<file path="config.mk">
export PLATFORM = sky130hd
export DESIGN_NAME = wfc_fifo
export DESIGN_NICKNAME = d
export VERILOG_FILES = /design/src/hdl/word_frequency_counter_assert.svh /design/src/hdl/wfc_pkg.sv /design/src/hdl/wfc_fifo.sv
export SDC_FILE = /design/constraint.sdc
export NUM_CORES = 1
export LEC_CHECK = 0
export ABC_CLOCK_PERIOD_IN_PS = 4200
export BUFFER_PORTS_ARGS = -buffer_cell sky130_fd_sc_hd__buf_2
export CORE_MARGIN = 3
export CORE_UTILIZATION = 31
export DETAILED_ROUTE_END_ITERATION = 8
export PLACE_DENSITY = 0.5
export RECOVER_POWER = 25
export SLEW_MARGIN = 20
export SYNTH_ARGS = -nofsm -noshare
export SYNTH_HDL_FRONTEND = slang
export SYNTH_SLANG_ARGS = --single-unit
</file>
<file path="constraint.sdc">
create_clock -name clk -period 4.2 [get_ports clk]
set_input_delay 0.21 -clock clk [delete_from_list [all_inputs] [get_ports clk]]
set_output_delay 0.21 -clock clk [all_outputs]
set_load 0.02 [all_outputs]
</file>
<file path="src/hdl/word_frequency_counter_assert.svh">
// Assertion macros shared by the word frequency counter RTL.
// Needs a clock named clk and an active-low reset named arst_n in scope.
`ifndef WORD_FREQUENCY_COUNTER_ASSERT_SVH
`define WORD_FREQUENCY_COUNTER_ASSERT_SVH

// Same-cycle implication
`define WFC_ASSERT_IMP(lbl, ante, cons, msg) \
	lbl: assert property (@(posedge clk) disable iff (!arst_n) (ante) |-> (cons)) \
		else $error(msg);

// Next-cycle implication
`define WFC_ASSERT_NXT(lbl, ante, cons, msg) \
	lbl: assert property (@(posedge clk) disable iff (!arst_n) (ante) |=> (cons)) \
		else $error(msg);

`endif

</file>
<file path="src/hdl/wfc_pkg.sv">
// Package for the word frequency counter: record type and codes.
// Used by wfc_front, wfc_fifo, wfc_back and the top level.
package wfc_pkg;

	// Token length field sized for the largest supported word length
	localparam int LEN_W = 7;

	// Commands
	localparam logic [1:0] CMD_TEXT    = 2'd0;
	localparam logic [1:0] CMD_BLOCK   = 2'd1;
	localparam logic [1:0] CMD_END     = 2'd2;
	localparam logic [1:0] CMD_END_ALT = 2'd3;

	// Result status codes
	localparam logic [2:0] ST_EXISTING     = 3'd0;
	localparam logic [2:0] ST_NEW          = 3'd1;
	localparam logic [2:0] ST_BLOCKED      = 3'd2;
	localparam logic [2:0] ST_TABLE_FULL   = 3'd3;
	localparam logic [2:0] ST_BLOCK_STORED = 3'd4;
	localparam logic [2:0] ST_BLOCK_FULL   = 3'd5;

	// Front to back request: one stored character or one end of token
	typedef struct packed {
		logic             is_end;
		logic             kind;
		logic [LEN_W-1:0] len;
		logic [7:0]       chr;
	} rec_t;

endpackage

</file>
<file path="src/hdl/wfc_fifo.sv">
// Short request queue between front and back ends.
// Depends on wfc_pkg for the request record.
module wfc_fifo (
	input  logic          clk,
	input  logic          arst_n,
	input  logic          push_valid,
	output logic          push_ready,
	input  wfc_pkg::rec_t push_rec,
	output logic          pop_valid,
	input  logic          pop_ready,
	output wfc_pkg::rec_t pop_rec
);

	localparam int DEPTH = 4;
	localparam int PW    = $clog2(DEPTH);

	wfc_pkg::rec_t  buf_q [DEPTH];
	logic [PW:0]    wp_q, rp_q;

	assign push_ready = (wp_q - rp_q) != (PW+1)'(DEPTH);
	assign pop_valid  = wp_q != rp_q;
	assign pop_rec    = buf_q[rp_q[PW-1:0]];

	// Storage
	always_ff @(posedge clk) begin
		if (push_valid && push_ready)
			buf_q[wp_q[PW-1:0]] <= push_rec;
	end

	// Pointers
	always_ff @(posedge clk or negedge arst_n) begin
		if (!arst_n) begin
			wp_q <= '0;
			rp_q <= '0;
		end else begin
			if (push_valid && push_ready)
				wp_q <= wp_q + 1'b1;
			if (pop_valid && pop_ready)
				rp_q <= rp_q + 1'b1;
		end
	end

endmodule

</file>
==> qor.csv <==
metric;value;unit
placed_area;0.00321;sq mm
status;finished, final reports clean;
hp-class;in2reg;
synth_fa_ha_area_share;3.05;%
gr-total-overflow;0;
slew_viol_final;0;
synth-simple-area-share;1.65;%
dp_hpwl;3350;um
die_h;102;um
place_ws;1.67;ns
diodes;0;
yosys_warnings;0;
synth_top_family_by_area;multiplexers;
syn2layout_area_growth;19.8;%
maxCapViolations;0;
stdcell_area;0.00344;sq mm
h-tree-depth;3;
clk_pin_slew_worst_paths;0.07;ns
slew_headroom;38.7;%
layout.nets;203;
period_needed;2.48;ns
p_leak;1.19;nW
gp_congestion;0.703;
grt_max_degree;20;
finClkSkew;0.00909;ns
rsz0062_at_grt;false;
syn_area_per_cell;23.0;sq um
crit_type;reg2reg;
worstSkewPairLatency;0.34;ns
timing.final.crit_share;59.0;%
synth_mux_area_share;14.2;%
cts_made_buffers;9;
synth_nets;153;
numClockSinks;74;
viasPerCell;4.68;
setup_slack;1.72;ns
fin_setup_tns;0;ns
drc;0;
wirelength;5240;um
netlist_instances;125;
rows;34;
port_buffers;39;
drt-wirelength-per-cell;18.2;um
worstPathCellList;inv_1 > ha_1 > nor2b_1 > xnor2_2 > a31oi_4 > and2_1;
cts_resized;0;
first_iter_violations;50;
worstMarginPinSlew;0.920;ns
core_area;0.00885;sq mm
final-setup-viol-count;0;
synth_xor_area_share;2.35;%
ant_nets;0;
ios;40;
syn-cell-area;0.00287;sq mm
antenna_found_initial;0;
peakVddDrop;371;uV
via_count;1347;
critPathLaunchType;flop;
cp-end-kind;flop;
yosysSeqAreaShare;76.3;%
cts_hold_buf;1;
die-area;0.0105;sq mm
max_freq;404;MHz
cts_buffer_depth;2;
grt_pass1_wl;8150;um
critical-path-slowest-cell;and2_1;
start_util;32.5;%
drive_gt1_share;37.2;%
r2r_setup_slack;1.72;ns
hold_viol_final;0;
cts_setup_buffers;0;
first_global_vias;1515;
grt_usage;11.0;%
ys_types;19;
slowest_delay;0.77;ns
root_buffer;clkbuf_8;
cp.arrival;2.44;ns
die_width;102;um
cts_tree;built;
required;4.16;ns
drtPass1Iterations;4;
cp_num_buf_inv;1;
crit_family;simple AND/OR/NAND/NOR gates;
synth-compound-area-share;1.18;%
p_per_area;791;mW/mm^2
synth-seq-cells;74;
path_max_fanout;17;
## layer usage
layer	part of all wire, %	routed length (um)	GRT usage, %	vias to the layer above
met2	53	2790	18.2	27
met4	0.82	43	5.45	0
met1	42	2190	12.8	704
li1	-	-	-	612
met5	0	0	0	-
met3	4.2	220	3.62	4
## layout by cell type, fill, tap and decap left out, drive strengths merged, types with 3 or more instances in the layout
| cell | count |
|---|---|
| xnor2 | 5 |
| and2 | 3 |
| buf | 29 |
| ha | 7 |
| dfrtp | 6 |
| mux4 | 17 |
| clkbuf | 23 |
| bufinv | 3 |
| nand3 | 3 |
| edfxtp | 68 |
| inv | 4 |
## sequential cells by signal, indices dropped and copies added, names as in the netlist
register / flops
wp_q: 3
buf_q: 68
rp_q: 3
## metrics by stage
stage          util (%)  instances  power [mW]  hold slack (ns)
2_1_floorplan         -        125        1.81          -0.0856
3_3_place_gp       36.2        271        2.08           0.0361
3_5_place_dp       36.2        271        2.11           0.0453
4_1_cts            39.1        288        2.78           0.0577
5_1_grt            38.9        288        2.88           0.0785
6_report           38.9        288        2.72           0.0970
## synth_stat cells
cell type / number / area, sq um
a31oi_4: 1 / 21.3
buf_4: 1 / 7.51
mux2_4: 1 / 15.0
and2_1: 3 / 18.8
a31oi_2: 1 / 12.5
xnor2_2: 2 / 32.5
xor2_1: 1 / 8.76
inv_1: 4 / 15.0
buf_1: 1 / 3.75
buf_2: 2 / 10.0
mux2_2: 1 / 11.3
nand2_1: 2 / 7.51
ha_1: 7 / 87.6
mux4_2: 17 / 383
nor2b_1: 1 / 6.26
dfrtp_1: 6 / 150
edfxtp_1: 68 / 2040
nand3_1: 3 / 15.0
xnor2_1: 3 / 26.3
## worst paths after layout
| path | startpoint | cells past startpoint | to |
|---|---|---|---|
| max | wp_q[0] | 6 | buf_q[2][3] |
| min | push_rec[7] | 1 | buf_q[3][7] |
| max reg2reg | wp_q[0] | 6 | buf_q[2][3] |
| min reg2reg | rp_q[2] | 1 | rp_q[2] |
| max in group asynchronous | arst_n | 2 | wp_q[0] |
| min in group asynchronous | arst_n | 2 | wp_q[2] |
## final cells by class
class                           count  area, sq um
Tap cell                          108          135
Sequential cell                    74         2190
Timing Repair Buffer               43          211
Clock buffer                       10          128
Multi-Input combinational cell     43          646
Inverter                            4         15.0
Fill cell                         826         5410
Clock inverter                      6          115
## logic make-up after synthesis
kind of cell	Yosys count
AO/OA/AOI/OAI	2
XOR/XNOR	6
multiplexers	19
flip-flops	74
AND/OR/NAND/NOR	9
buffers and inverters	8
adder cells (fa/ha/maj)	7
## report_power, final
part,total [mW],switching [mW],internal (mW)
registers,1.07,0.0586,1.01
clock network,0.662,0.265,0.397
logic,0.990,0.582,0.408
total,2.72,0.905,1.82
(Power assumes the default switching activity.)
