## config.mk

```make
export PLATFORM = sky130hd
export DESIGN_NAME = wfc_front
export DESIGN_NICKNAME = d
export VERILOG_FILES = /design/src/hdl/word_frequency_counter_assert.svh /design/src/hdl/wfc_pkg.sv /design/src/hdl/wfc_front.sv
export SDC_FILE = /design/constraint.sdc
export NUM_CORES = 1
export LEC_CHECK = 0
export ABC_AREA = 0
export CORE_MARGIN = 2
export CORE_UTILIZATION = 56
export CTS_CLUSTER_DIAMETER = 60
export DETAILED_ROUTE_END_ITERATION = 8
export DONT_BUFFER_PORTS = 1
export HOLD_SLACK_MARGIN = 0.03
export PLACE_DENSITY = 0.75
export SLEW_MARGIN = 20
export SYNTH_ARGS = -nofsm -noshare
export SYNTH_HDL_FRONTEND = slang
export SYNTH_SLANG_ARGS = --single-unit
export TNS_END_PERCENT = 20
```

## constraint.sdc

```tcl
create_clock -name clk -period 2.05 [get_ports clk]
set_clock_uncertainty 0.2 [all_clocks]
set_input_delay 0.3075 -clock clk [delete_from_list [all_inputs] [get_ports clk]]
set_output_delay 0.3075 -clock clk [all_outputs]
set_load 0.02 [all_outputs]
```

## src/hdl/word_frequency_counter_assert.svh

```systemverilog
// Assertion macros shared by the word frequency counter RTL.
// Needs a clock named clk and an active-low reset named arst_n in scope.
`ifndef WORD_FREQUENCY_COUNTER_ASSERT_SVH
`define WORD_FREQUENCY_COUNTER_ASSERT_SVH

// Same-cycle implication
`define WFC_ASSERT_IMP(lbl, ante, cons, msg) \
	lbl: assert property (@(posedge clk) disable iff (!arst_n) (ante) |-> (cons)) \
		else $error(msg);

// Next-cycle implication
`define WFC_ASSERT_NXT(lbl, ante, cons, msg) \
	lbl: assert property (@(posedge clk) disable iff (!arst_n) (ante) |=> (cons)) \
		else $error(msg);

`endif

```

## src/hdl/wfc_pkg.sv

```systemverilog
// Package for the word frequency counter: record type and codes.
// Used by wfc_front, wfc_fifo, wfc_back and the top level.
package wfc_pkg;

	// Token length field sized for the largest supported word length
	localparam int LEN_W = 7;

	// Commands
	localparam logic [1:0] CMD_TEXT    = 2'd0;
	localparam logic [1:0] CMD_BLOCK   = 2'd1;
	localparam logic [1:0] CMD_END     = 2'd2;
	localparam logic [1:0] CMD_END_ALT = 2'd3;

	// Result status codes
	localparam logic [2:0] ST_EXISTING     = 3'd0;
	localparam logic [2:0] ST_NEW          = 3'd1;
	localparam logic [2:0] ST_BLOCKED      = 3'd2;
	localparam logic [2:0] ST_TABLE_FULL   = 3'd3;
	localparam logic [2:0] ST_BLOCK_STORED = 3'd4;
	localparam logic [2:0] ST_BLOCK_FULL   = 3'd5;

	// Front to back request: one stored character or one end of token
	typedef struct packed {
		logic             is_end;
		logic             kind;
		logic [LEN_W-1:0] len;
		logic [7:0]       chr;
	} rec_t;

endpackage

```

## src/hdl/wfc_front.sv

```systemverilog
// Front end: splits the byte stream into tokens, trims and uppercases.
// Depends on wfc_pkg; feeds wfc_fifo with character and end requests.
module wfc_front #(
	parameter int MAX_WORD_LEN = 45
) (
	input  logic             clk,
	input  logic             arst_n,
	input  logic             valid,
	output logic             ready,
	input  logic [1:0]       command,
	input  logic [7:0]       character,
	output logic             push_valid,
	input  logic             push_ready,
	output wfc_pkg::rec_t    push_rec
);

	localparam int LW = wfc_pkg::LEN_W;

	logic [LW-1:0] tok_len_q;
	logic [LW-1:0] last_end_q;
	logic          seen_q;
	logic          kind_q;

	logic [7:0] upper;
	logic       letter, space, store, do_end, do_chr, take, clr, set_kind;

	// Character classes
	always_comb begin
		upper  = (character >= 8'h61 && character <= 8'h7A) ? character - 8'd32 : character;
		letter = (upper >= 8'h41 && upper <= 8'h5A);
		space  = (character == 8'h20) || (character >= 8'h09 && character <= 8'h0D);
		store  = (kind_q || seen_q || letter) && (tok_len_q < LW'(MAX_WORD_LEN));
	end

	// Decide what this request does
	always_comb begin
		do_end   = 1'b0;
		do_chr   = 1'b0;
		take     = 1'b0;
		clr      = 1'b0;
		set_kind = 1'b0;
		priority if (command[1]) begin
			do_end = 1'b1;
			take   = push_ready;
			clr    = push_ready;
		end else if (space) begin
			do_end   = 1'b1;
			take     = push_ready;
			clr      = push_ready;
			set_kind = push_ready;
		end else if (command[0] != kind_q) begin
			// finish the old token; the character is taken once the kind has switched
			do_end   = 1'b1;
			clr      = push_ready;
			set_kind = push_ready;
		end else begin
			do_chr = store;
			take   = store ? push_ready : 1'b1;
		end
	end

	assign ready      = take;
	assign push_valid = valid && (do_end || do_chr);

	always_comb begin
		push_rec.is_end = do_end;
		push_rec.kind   = kind_q;
		push_rec.len    = kind_q ? tok_len_q : last_end_q;
		push_rec.chr    = upper;
	end

	// Token state
	always_ff @(posedge clk or negedge arst_n) begin
		if (!arst_n) begin
			tok_len_q  <= '0;
			last_end_q <= '0;
			seen_q     <= 1'b0;
			kind_q     <= 1'b0;
		end else if (valid) begin
			if (clr) begin
				tok_len_q  <= '0;
				last_end_q <= '0;
				seen_q     <= 1'b0;
			end else if (take) begin
				if (!kind_q && letter)
					seen_q <= 1'b1;
				if (store) begin
					tok_len_q <= tok_len_q + 1'b1;
					if (letter)
						last_end_q <= tok_len_q + 1'b1;
				end
			end
			if (set_kind)
				kind_q <= command[0];
		end
	end

endmodule

```

==> results of run 1 <==
## sequential cells by signal, indices dropped and copies added (netlist names)
| name | cells |
|---|---|
| kind_q | 1 |
| seen_q | 1 |
| last_end_q | 7 |
| tok_len_q | 7 |
## through the flow
| stage | instance area, sq um | total power, mW | instances | setup WS, ns |
|---|---|---|---|---|
| after global routing | 1379 | 0.8729 | 159 | -0.1718 |
| after detailed placement | 1262 | 0.5899 | 148 | -0.05028 |
| after global placement | 1262 | 0.5824 | 148 | -0.02072 |
| final | 1379 | 0.8318 | 159 | -0.07765 |
| after floorplan | 1190 | 0.5508 | 115 | 0.01011 |
| after CTS | 1339 | 0.8141 | 156 | 0.003332 |
## layout by cell type (no fill, tap or decap), drive strengths merged, types with 3 or more instances in the layout
master,n
a21oi,8
o21a,3
nor2,5
buf,21
inv,3
o21ai,4
a21o,5
clkbuf,4
o211ai,3
and2,4
dfrtp,16
nand2,5
ha,3
nand3,5
mux2,13
xor2,3
## power by group through the flow
stage | Combinational [mW] | Sequential, mW | Clock (mW)
6_report | 0.280 | 0.349 | 0.203
5_1_grt | 0.299 | 0.353 | 0.220
4_1_cts | 0.256 | 0.349 | 0.209
3_5_place_dp | 0.234 | 0.355 | 0
3_3_place_gp | 0.229 | 0.354 | 0
2_1_floorplan | 0.193 | 0.358 | 0
## routing by layer
layer  vias up  track usage, %  part of all wire, %
met1       476           28.13                   41
li1        457               -                    -
met2        45           40.13                   53
met3         2           4.545                  5.8
met5         -               0                    0
met4         0           4.167                 0.49
## what timing repair did
action / in CTS / in global routing
gates resized for setup: 2 / 4
hold endpoints to repair: 17 / 0
setup endpoints to repair: 2 / 3
pin swaps: 1 / 2
hold buffers: 2 / 0
setup buffers: 2 / 3
## worst reg2reg max path: stages (launching register included)
cell      delay [ns]
dfrtp_1         0.42
xor2_1          0.17
a211oi_2        0.27
buf_4           0.16
buf_4           0.10
a21o_2          0.13
o21a_4          0.17
mux2_2          0.34
## cell families after synthesis
group | count (synthesis)
mux | 13
buf+inv | 13
xor+xnor | 5
fa+ha+maj | 3
compound gates | 34
simple gates | 31
flops | 16
## area by class of cell
| class | instances | area, sq um | share of cell area, % |
|---|---|---|---|
| repair buffers | 23 | 185.2 | 13.43 |
| inverters | 3 | 11.26 | 0.8167 |
| flip-flops and latches | 16 | 400.4 | 29.04 |
| multi-input cells | 86 | 711.9 | 51.63 |
| well taps | 27 | 33.78 | 2.450 |
| clock buffers | 4 | 36.28 | 2.632 |
## worst paths after layout
| check | from | end | slack (ns) | depth (start not counted) |
|---|---|---|---|---|
| worst max-delay path | kind_q$_DFFE_PN0P_ | push_valid | -0.08 | 6 |
| min in group asynchronous | arst_n | tok_len_q[1]$_DFFE_PN0P_ | 0.31 | 1 |
| worst min register to register | last_end_q[3]$_DFFE_PN0P_ | last_end_q[3]$_DFFE_PN0P_ | 0.30 | 1 |
| worst max register to register | kind_q$_DFFE_PN0P_ | last_end_q[0]$_DFFE_PN0P_ | -0.02 | 7 |
| max in group asynchronous | arst_n | last_end_q[0]$_DFFE_PN0P_ | 0.88 | 1 |
| worst min-delay path | push_ready | last_end_q[3]$_DFFE_PN0P_ | 0.1 | 2 |
==> results.cfg, run 1 <==
[status]
status = finished with violations
violations = negative setup slack

[detailed_routing]
first_pass_iters = 6
post_drt_wl_per_cell_microns = 16.59
drc_errors = 0
avgViaCountPerCell = 6.164
vias = 980
routed_wl_mm = 2.638
drtIter0Drc = 28
detail-route-antenna-nets = 0

[timing]
whs_ns = 0.09778
period_share_pct = 103.8
drv_slew = 0
tightest_slew_ns = 0.7122
layout_setup_ws_ns = -0.07765
maxSlewHeadroom_pct = 52.36
finalSetupTns_ns = -0.1752
final_period_minus_worst_setup_slack_ns = 2.128
hold_viol = 0
rsz0062_at_grt = yes
fmax_ghz = 0.4700
finalSetupViolCount = 5

[yosys]
synthDistinctLibCells = 45
yosys.area.top_type_share_pct = 33.65
synth_simple_gate_area_share_pct = 16.61
syn_inst = 115
synth_nets = 132
synthMuxAreaShare_pct = 12.30
yosysWarnings = 0
synth_top_flop_cell = dfrtp_1
syn_area_per_cell_sq_um = 10.35
synth_top_family_by_area = compound AO/OA/AOI/OAI gates
yosys.area.top_type = dfrtp_1
synth_most_common_cell = dfrtp_1
synthAdderAreaFrac_pct = 3.155
synth_compound_area_share_pct = 22.82
postSynth.asyncResetShare_pct = 100.0
synth_edf_count = 0
synth_seq_area_share_pct = 33.65
ys_ff_latch = 16
synth_area_leaders = dfrtp_1 34%, mux2_2 10%, buf_4 4.4%
synth_xor_area_share_pct = 3.680
synthTopCellsByCount = 16 x dfrtp_1, 11 x mux2_2, 8 x a21oi_1
netlist_area_sq_um = 1190

[global_routing]
grt_use_total_pct = 22.56
grt-ovfl-total = 0
grt_start_max_net_pins = 17
grt_pass1_vias = 982
grt_pass1_wl_mm = 4.347
antenna_found_initial = 0

[setup_path]
end_kind = output port
critPathTopFamily = compound AO/OA/AOI/OAI gates
path_max_fanout = 3
crit_chain = xor2_1 > a211oi_2 > nand2_2 > a21oi_2 > nor2b_1 > buf_4
cpPeakStageDelay_ns = 0.42
slowest_stage = dfrtp_1
cp_num_buf_inv = 1
startpoint_type = flop
critical_path_class = reg -> out
crit_required_ns = 1.54
crit_arrival_ns = 1.62

[die]
die_y_microns = 50.10
rows = 16
start_util_pct = 60.04
die_area_sq_um = 2510
ios = 33
die_w_microns = 50.10
core_sq_um = 1982

[cells_and_area]
layout-drive-gt1-share_pct = 39.39
antenna_cells = 0
synthToLayoutAreaGrowth_pct = 15.88
fill_cells = 146
fin_nets = 150
final_util_pct = 69.57

[clocking]
tritoncts = done
cts.clk_slew.worst_paths_ns = 0.09
cts_root_buf = clkbuf_4
clk_latency_ns = 0.28
cts_buffer_depth = 2
cts.sinks = 16
htreeDepth = 1
cts_buffers = 3

[power_and_ir_drop]
clockPowerShare_pct = 24.4
powerDensity_nw_per_um2 = 603.3
pwr-share-comb_pct = 33.7
p_int_mw = 0.5722
max-vdd-ir-drop_uv = 462.3
swShare_pct = 31.20
seqPwrFrac_pct = 41.9
p_leak_nw = 0.6174
p_switching_mw = 0.2595

[placed_design]
portBuffers = 0
dp_hpwl_mm = 1.972
gp_congestion = 0.8685

[flow_run]
cap_violations = 0

[min_path]
hold_class = in -> reg
Note: power is estimated with default switching activity, not from simulation.
==> run 2, diff against run 1 <==
--- a/constraint.sdc
+++ b/constraint.sdc
@@ -3,3 +3,3 @@
 set_input_delay 0.3075 -clock clk [delete_from_list [all_inputs] [get_ports clk]]
 set_output_delay 0.3075 -clock clk [all_outputs]
-set_load 0.02 [all_outputs]
+set_load 0.01 [all_outputs]
==> run 2 against run 1 <==
The run still ends with negative setup slack left. Fmax is 3.6% higher. Wire length increased by 4.3%. Cell count down 3.1%. Utilization rose by 0.51 points. Non-clock buffer count shrank 4. Largest cell class unchanged. Highest routed layer unchanged.
==> results.cfg, run 2 (synthesis gave the netlist of run 1 again) <==
[status]
status = finished with violations
violations = negative setup slack

[clocking]
clk_latency_ns = 0.28
cts.sinks = 16
htreeDepth = 1
cts.clk_slew.worst_paths_ns = 0.08
cts_root_buf = clkbuf_4
cts_buffers = 3
tritoncts = done
cts_buffer_depth = 2

[power_and_ir_drop]
p_leak_nw = 0.6086
seqPwrFrac_pct = 44.4
swShare_pct = 30.47
powerDensity_nw_per_um2 = 569.2
p_switching_mw = 0.2408
pwr-share-comb_pct = 35.5
p_int_mw = 0.5497
max-vdd-ir-drop_uv = 393.1
clockPowerShare_pct = 20.1
design_power_total_mw = 0.7905

[placed_design]
placedCellCount = 145
place_ws_ns = -0.04424
placed_area_sq_um = 1240
gp_congestion = 0.8056
portBuffers = 0
dp_hpwl_mm = 1.932

[setup_path]
path_max_fanout = 3
ff2ff_setup_slack_ns = 0.01
slowest_stage = dfrtp_1
critical_path_class = reg -> out
reg2reg_depth = 6
critPathTopFamily = compound AO/OA/AOI/OAI gates
worstReg2RegEnd = tok_len_q[2]$_DFFE_PN0P_
cpPeakStageDelay_ns = 0.43
crit_required_ns = 1.54
startpoint_type = flop
crit_arrival_ns = 1.55
cp_num_buf_inv = 0
end_kind = output port
reg2reg_from = tok_len_q[0]$_DFFE_PN0P_
crit_chain = xor2_1 > a211oi_2 > nand2_2 > a21oi_4 > o21a_1

[timing]
period_share_pct = 100.2
maxSlewHeadroom_pct = 53.84
whs_ns = 0.08893
final_period_minus_worst_setup_slack_ns = 2.054
rsz0062_at_grt = yes
finalSetupViolCount = 1
finalSetupTns_ns = -0.003761
layout_setup_ws_ns = -0.003761
drv_slew = 0
tightest_slew_ns = 0.6901
fmax_ghz = 0.4869
hold_viol = 0

[cells_and_area]
fill_cells = 128
design_area_sq_um = 1389
reg.largest.list = last_end_q (7), tok_len_q (7)
synthToLayoutAreaGrowth_pct = 16.72
final_util_pct = 70.08
final_cells = 154
fin_nets = 146
antenna_cells = 0
final_common_cell = dfrtp_1
final_cell_mix = 16 x dfrtp_1, 15 x buf_4, 11 x mux2_2, 7 x a21oi_1, 5 x nor2_1
layout-drive-gt1-share_pct = 38.58

[die]
die_y_microns = 50.10
die_area_sq_um = 2510
start_util_pct = 60.04
core_sq_um = 1982
rows = 16
ios = 33
die_w_microns = 50.10

[global_routing]
grt_pass1_vias = 1047
grt_pass1_wl_mm = 4.464
grt_use_met1_pct = 29.13
use_met3_pct = 3.333
grt-ovfl-total = 0
grt_start_max_net_pins = 17
grt_most_used_layer = met2
antenna_found_initial = 0
grt_use_total_pct = 23.03
met2_usage_pct = 38.16

[detailed_routing]
drc_errors = 0
routed_wl_mm = 2.752
avgViaCountPerCell = 6.299
post_drt_wl_per_cell_microns = 17.87
drtIter0Drc = 37
detail-route-antenna-nets = 0
first_pass_iters = 4
vias = 970

[min_path]
whs_path_depth = 2
hold_class = in -> reg
min-delay-start = push_ready
worst_hold_path.endpoint = last_end_q[5]$_DFFE_PN0P_

[flow_run]
cap_violations = 0
run 2: how the worst max path moves through the flow:
stage	start	end	slack, ns	depth (start not counted)
3_5_place_dp	character[6]	ready	-0.04	6
5_1_grt	kind_q$_DFFE_PN0P_	ready	-0.11	5
2_1_floorplan	character[6]	last_end_q[0]$_DFFE_PN0P_	0.01	7
3_3_place_gp	character[6]	ready	-0.02	6
4_1_cts	kind_q$_DFFE_PN0P_	ready	-0.004	5
6_report	kind_q$_DFFE_PN0P_	ready	-0.004	5
run 2: timing repair:
item	CTS	global route
pin swaps	4	1
hold buffers	2	0
setup endpoints to repair	2	13
resized for setup	5	8
buffers inserted	2	1
hold endpoints to repair	17	0
gates cloned	1	0
run 2: area by class of cell:
class / count / area (sq um) / share of cell area (%)
clock buffer: 3 / 22.52 / 1.622
inverter: 3 / 11.26 / 0.8108
multi-input combinational: 86 / 740.7 / 53.33
sequential: 16 / 400.4 / 28.83
tap: 27 / 33.78 / 2.432
timing repair buffer: 19 / 180.2 / 12.97
run 2: metal layers:
metal	share of wire [%]	vias to the layer above
li1	-	453
met1	40	465
met2	52	43
met3	5.6	9
met4	2.7	0
met5	0	-
run 2: power groups by stage:
stage | Clock [mW] | Combinational, mW | Sequential [mW]
5_1_grt | 0.175 | 0.299 | 0.354
6_report | 0.159 | 0.281 | 0.351
4_1_cts | 0.160 | 0.274 | 0.351
2_1_floorplan | 0 | 0.168 | 0.358
3_3_place_gp | 0 | 0.205 | 0.353
3_5_place_dp | 0 | 0.211 | 0.354
==> run 3, diff against run 2 <==
Settings changed: PLACE_DENSITY 0.75 to 0.72.
==> run 3 against run 2 <==
The run still ends with negative setup slack left. First-iteration DRC count down 35%. Flip-flop and latch count unchanged. Worst hold slack worse by 0.014 ns. Critical endpoint unchanged.
==> results.cfg, run 3 (synthesis gave the netlist of run 1 again) <==
[status]
status = finished with violations
violations = negative setup slack

[min_path]
hold_class = in -> reg

[detailed_routing]
drc_errors = 0
vias = 964
first_pass_iters = 4
detail-route-antenna-nets = 0
avgViaCountPerCell = 6.260
drtIter0Drc = 24
routed_wl_mm = 2.739
post_drt_wl_per_cell_microns = 17.79

[timing]
rsz0062_at_grt = yes
layout_setup_ws_ns = -0.02147
tightest_slew_ns = 0.7158
whs_ns = 0.07491
finalSetupTns_ns = -0.02147
fmax_ghz = 0.4827
hold_viol = 0
finalSetupViolCount = 1
maxSlewHeadroom_pct = 52.12
drv_slew = 0
period_share_pct = 101.0
final_period_minus_worst_setup_slack_ns = 2.071

[global_routing]
grt_start_max_net_pins = 17
grt-ovfl-total = 0
grt_pass1_vias = 1003
antenna_found_initial = 0
grt_use_total_pct = 23.65
grt_pass1_wl_mm = 4.478

[clocking]
cts_buffers = 3
cts_root_buf = clkbuf_4
clk_latency_ns = 0.28
cts.clk_slew.worst_paths_ns = 0.08
tritoncts = done
cts.sinks = 16
htreeDepth = 1
cts_buffer_depth = 2

[setup_path]
crit_arrival_ns = 1.56
end_kind = output port
startpoint_type = flop
crit_required_ns = 1.54
path_max_fanout = 3
critical_path_class = reg -> out

[cells_and_area]
layout-drive-gt1-share_pct = 38.58
reg.largest.list = last_end_q (7), tok_len_q (7)
multi_input_area_sq_um = 724.4
fill_cells = 154
final_common_cell = dfrtp_1
synthToLayoutAreaGrowth_pct = 12.72
fin_nets = 146
final_cell_mix = 16 x dfrtp_1, 15 x buf_4, 11 x mux2_2, 7 x a21oi_1, 5 x nor2_1
seq_area_sq_um = 400.4
antenna_cells = 0

[power_and_ir_drop]
max-vdd-ir-drop_uv = 468.8
powerDensity_nw_per_um2 = 569.4
p_leak_nw = 0.5906

[die]
die_y_microns = 50.10
ios = 33
die_area_sq_um = 2510
rows = 16
start_util_pct = 60.04
die_w_microns = 50.10
core_sq_um = 1982

[placed_design]
portBuffers = 0
dp_hpwl_mm = 1.981
gp_congestion = 0.8125

[flow_run]
cap_violations = 0
[run 3: cell count changes in the layout (fill, tap and decap cells not counted), sizes merged]
cell    delta
bufbuf     -1
buf        +1
[run 3: metal layers]
metal	part of all wire, %	vias up	GRT usage [%]	wire, microns
met3	4.8	8	3.636	131
met5	0	-	0	0
met4	2.2	0	9.722	61
met1	41	472	29.65	1125
li1	-	450	-	-
met2	52	34	40.13	1421
[run 3: through the flow]
step	worst slack, ns	util [%]	instance area (sq um)	power, mW	std cells
after floorplan	0.01011	-	1190	0.5261	115
after global routing	-0.1006	67.68	1341	0.8062	154
after detailed placement	-0.09307	62.56	1240	0.5674	145
after global placement	-0.01510	62.56	1240	0.5611	145
after CTS	-0.002290	67.05	1329	0.7650	154
final	-0.02147	67.68	1341	0.7637	154
[run 3: path summary, 6_finish.rpt]
check,from,endpoint,slack [ns],cells after the start
worst max-delay path,kind_q$_DFFE_PN0P_,ready,-0.02,5
worst min-delay path,push_ready,last_end_q[5]$_DFFE_PN0P_,0.07,2
worst max register to register,tok_len_q[0]$_DFFE_PN0P_,tok_len_q[3]$_DFFE_PN0P_,0.05,6
worst min register to register,last_end_q[6]$_DFFE_PN0P_,last_end_q[6]$_DFFE_PN0P_,0.29,1
max in group asynchronous,arst_n,tok_len_q[1]$_DFFE_PN0P_,0.89,1
min in group asynchronous,arst_n,last_end_q[1]$_DFFE_PN0P_,0.31,1
[run 3: critical path, stage by stage (launching register included)]
cell,delay (ns)
dfrtp_1,0.42
xor2_1,0.18
a211oi_2,0.21
nand2_2,0.11
a21oi_2,0.15
o21a_1,0.21
[run 3: cell type report]
type | instances | share of cell area, %
repair buffers | 19 | 11.10
multi-input cells | 86 | 54.01
inverters | 3 | 0.8395
well taps | 27 | 2.519
clock buffers | 3 | 1.679
flip-flops and latches | 16 | 29.85
[run 3: what timing repair did]
action	in CTS	in global routing
pin swaps	4	1
gates cloned	1	0
gates resized for setup	4	5
buffers inserted	3	0
hold buffers	2	0
hold endpoints to repair	17	0
setup endpoints to repair	3	14
[run 3: power breakdown]
group	internal, mW	switching, mW
Sequential	0.335	0.0135
Clock	0.0683	0.0929
Combinational	0.120	0.133
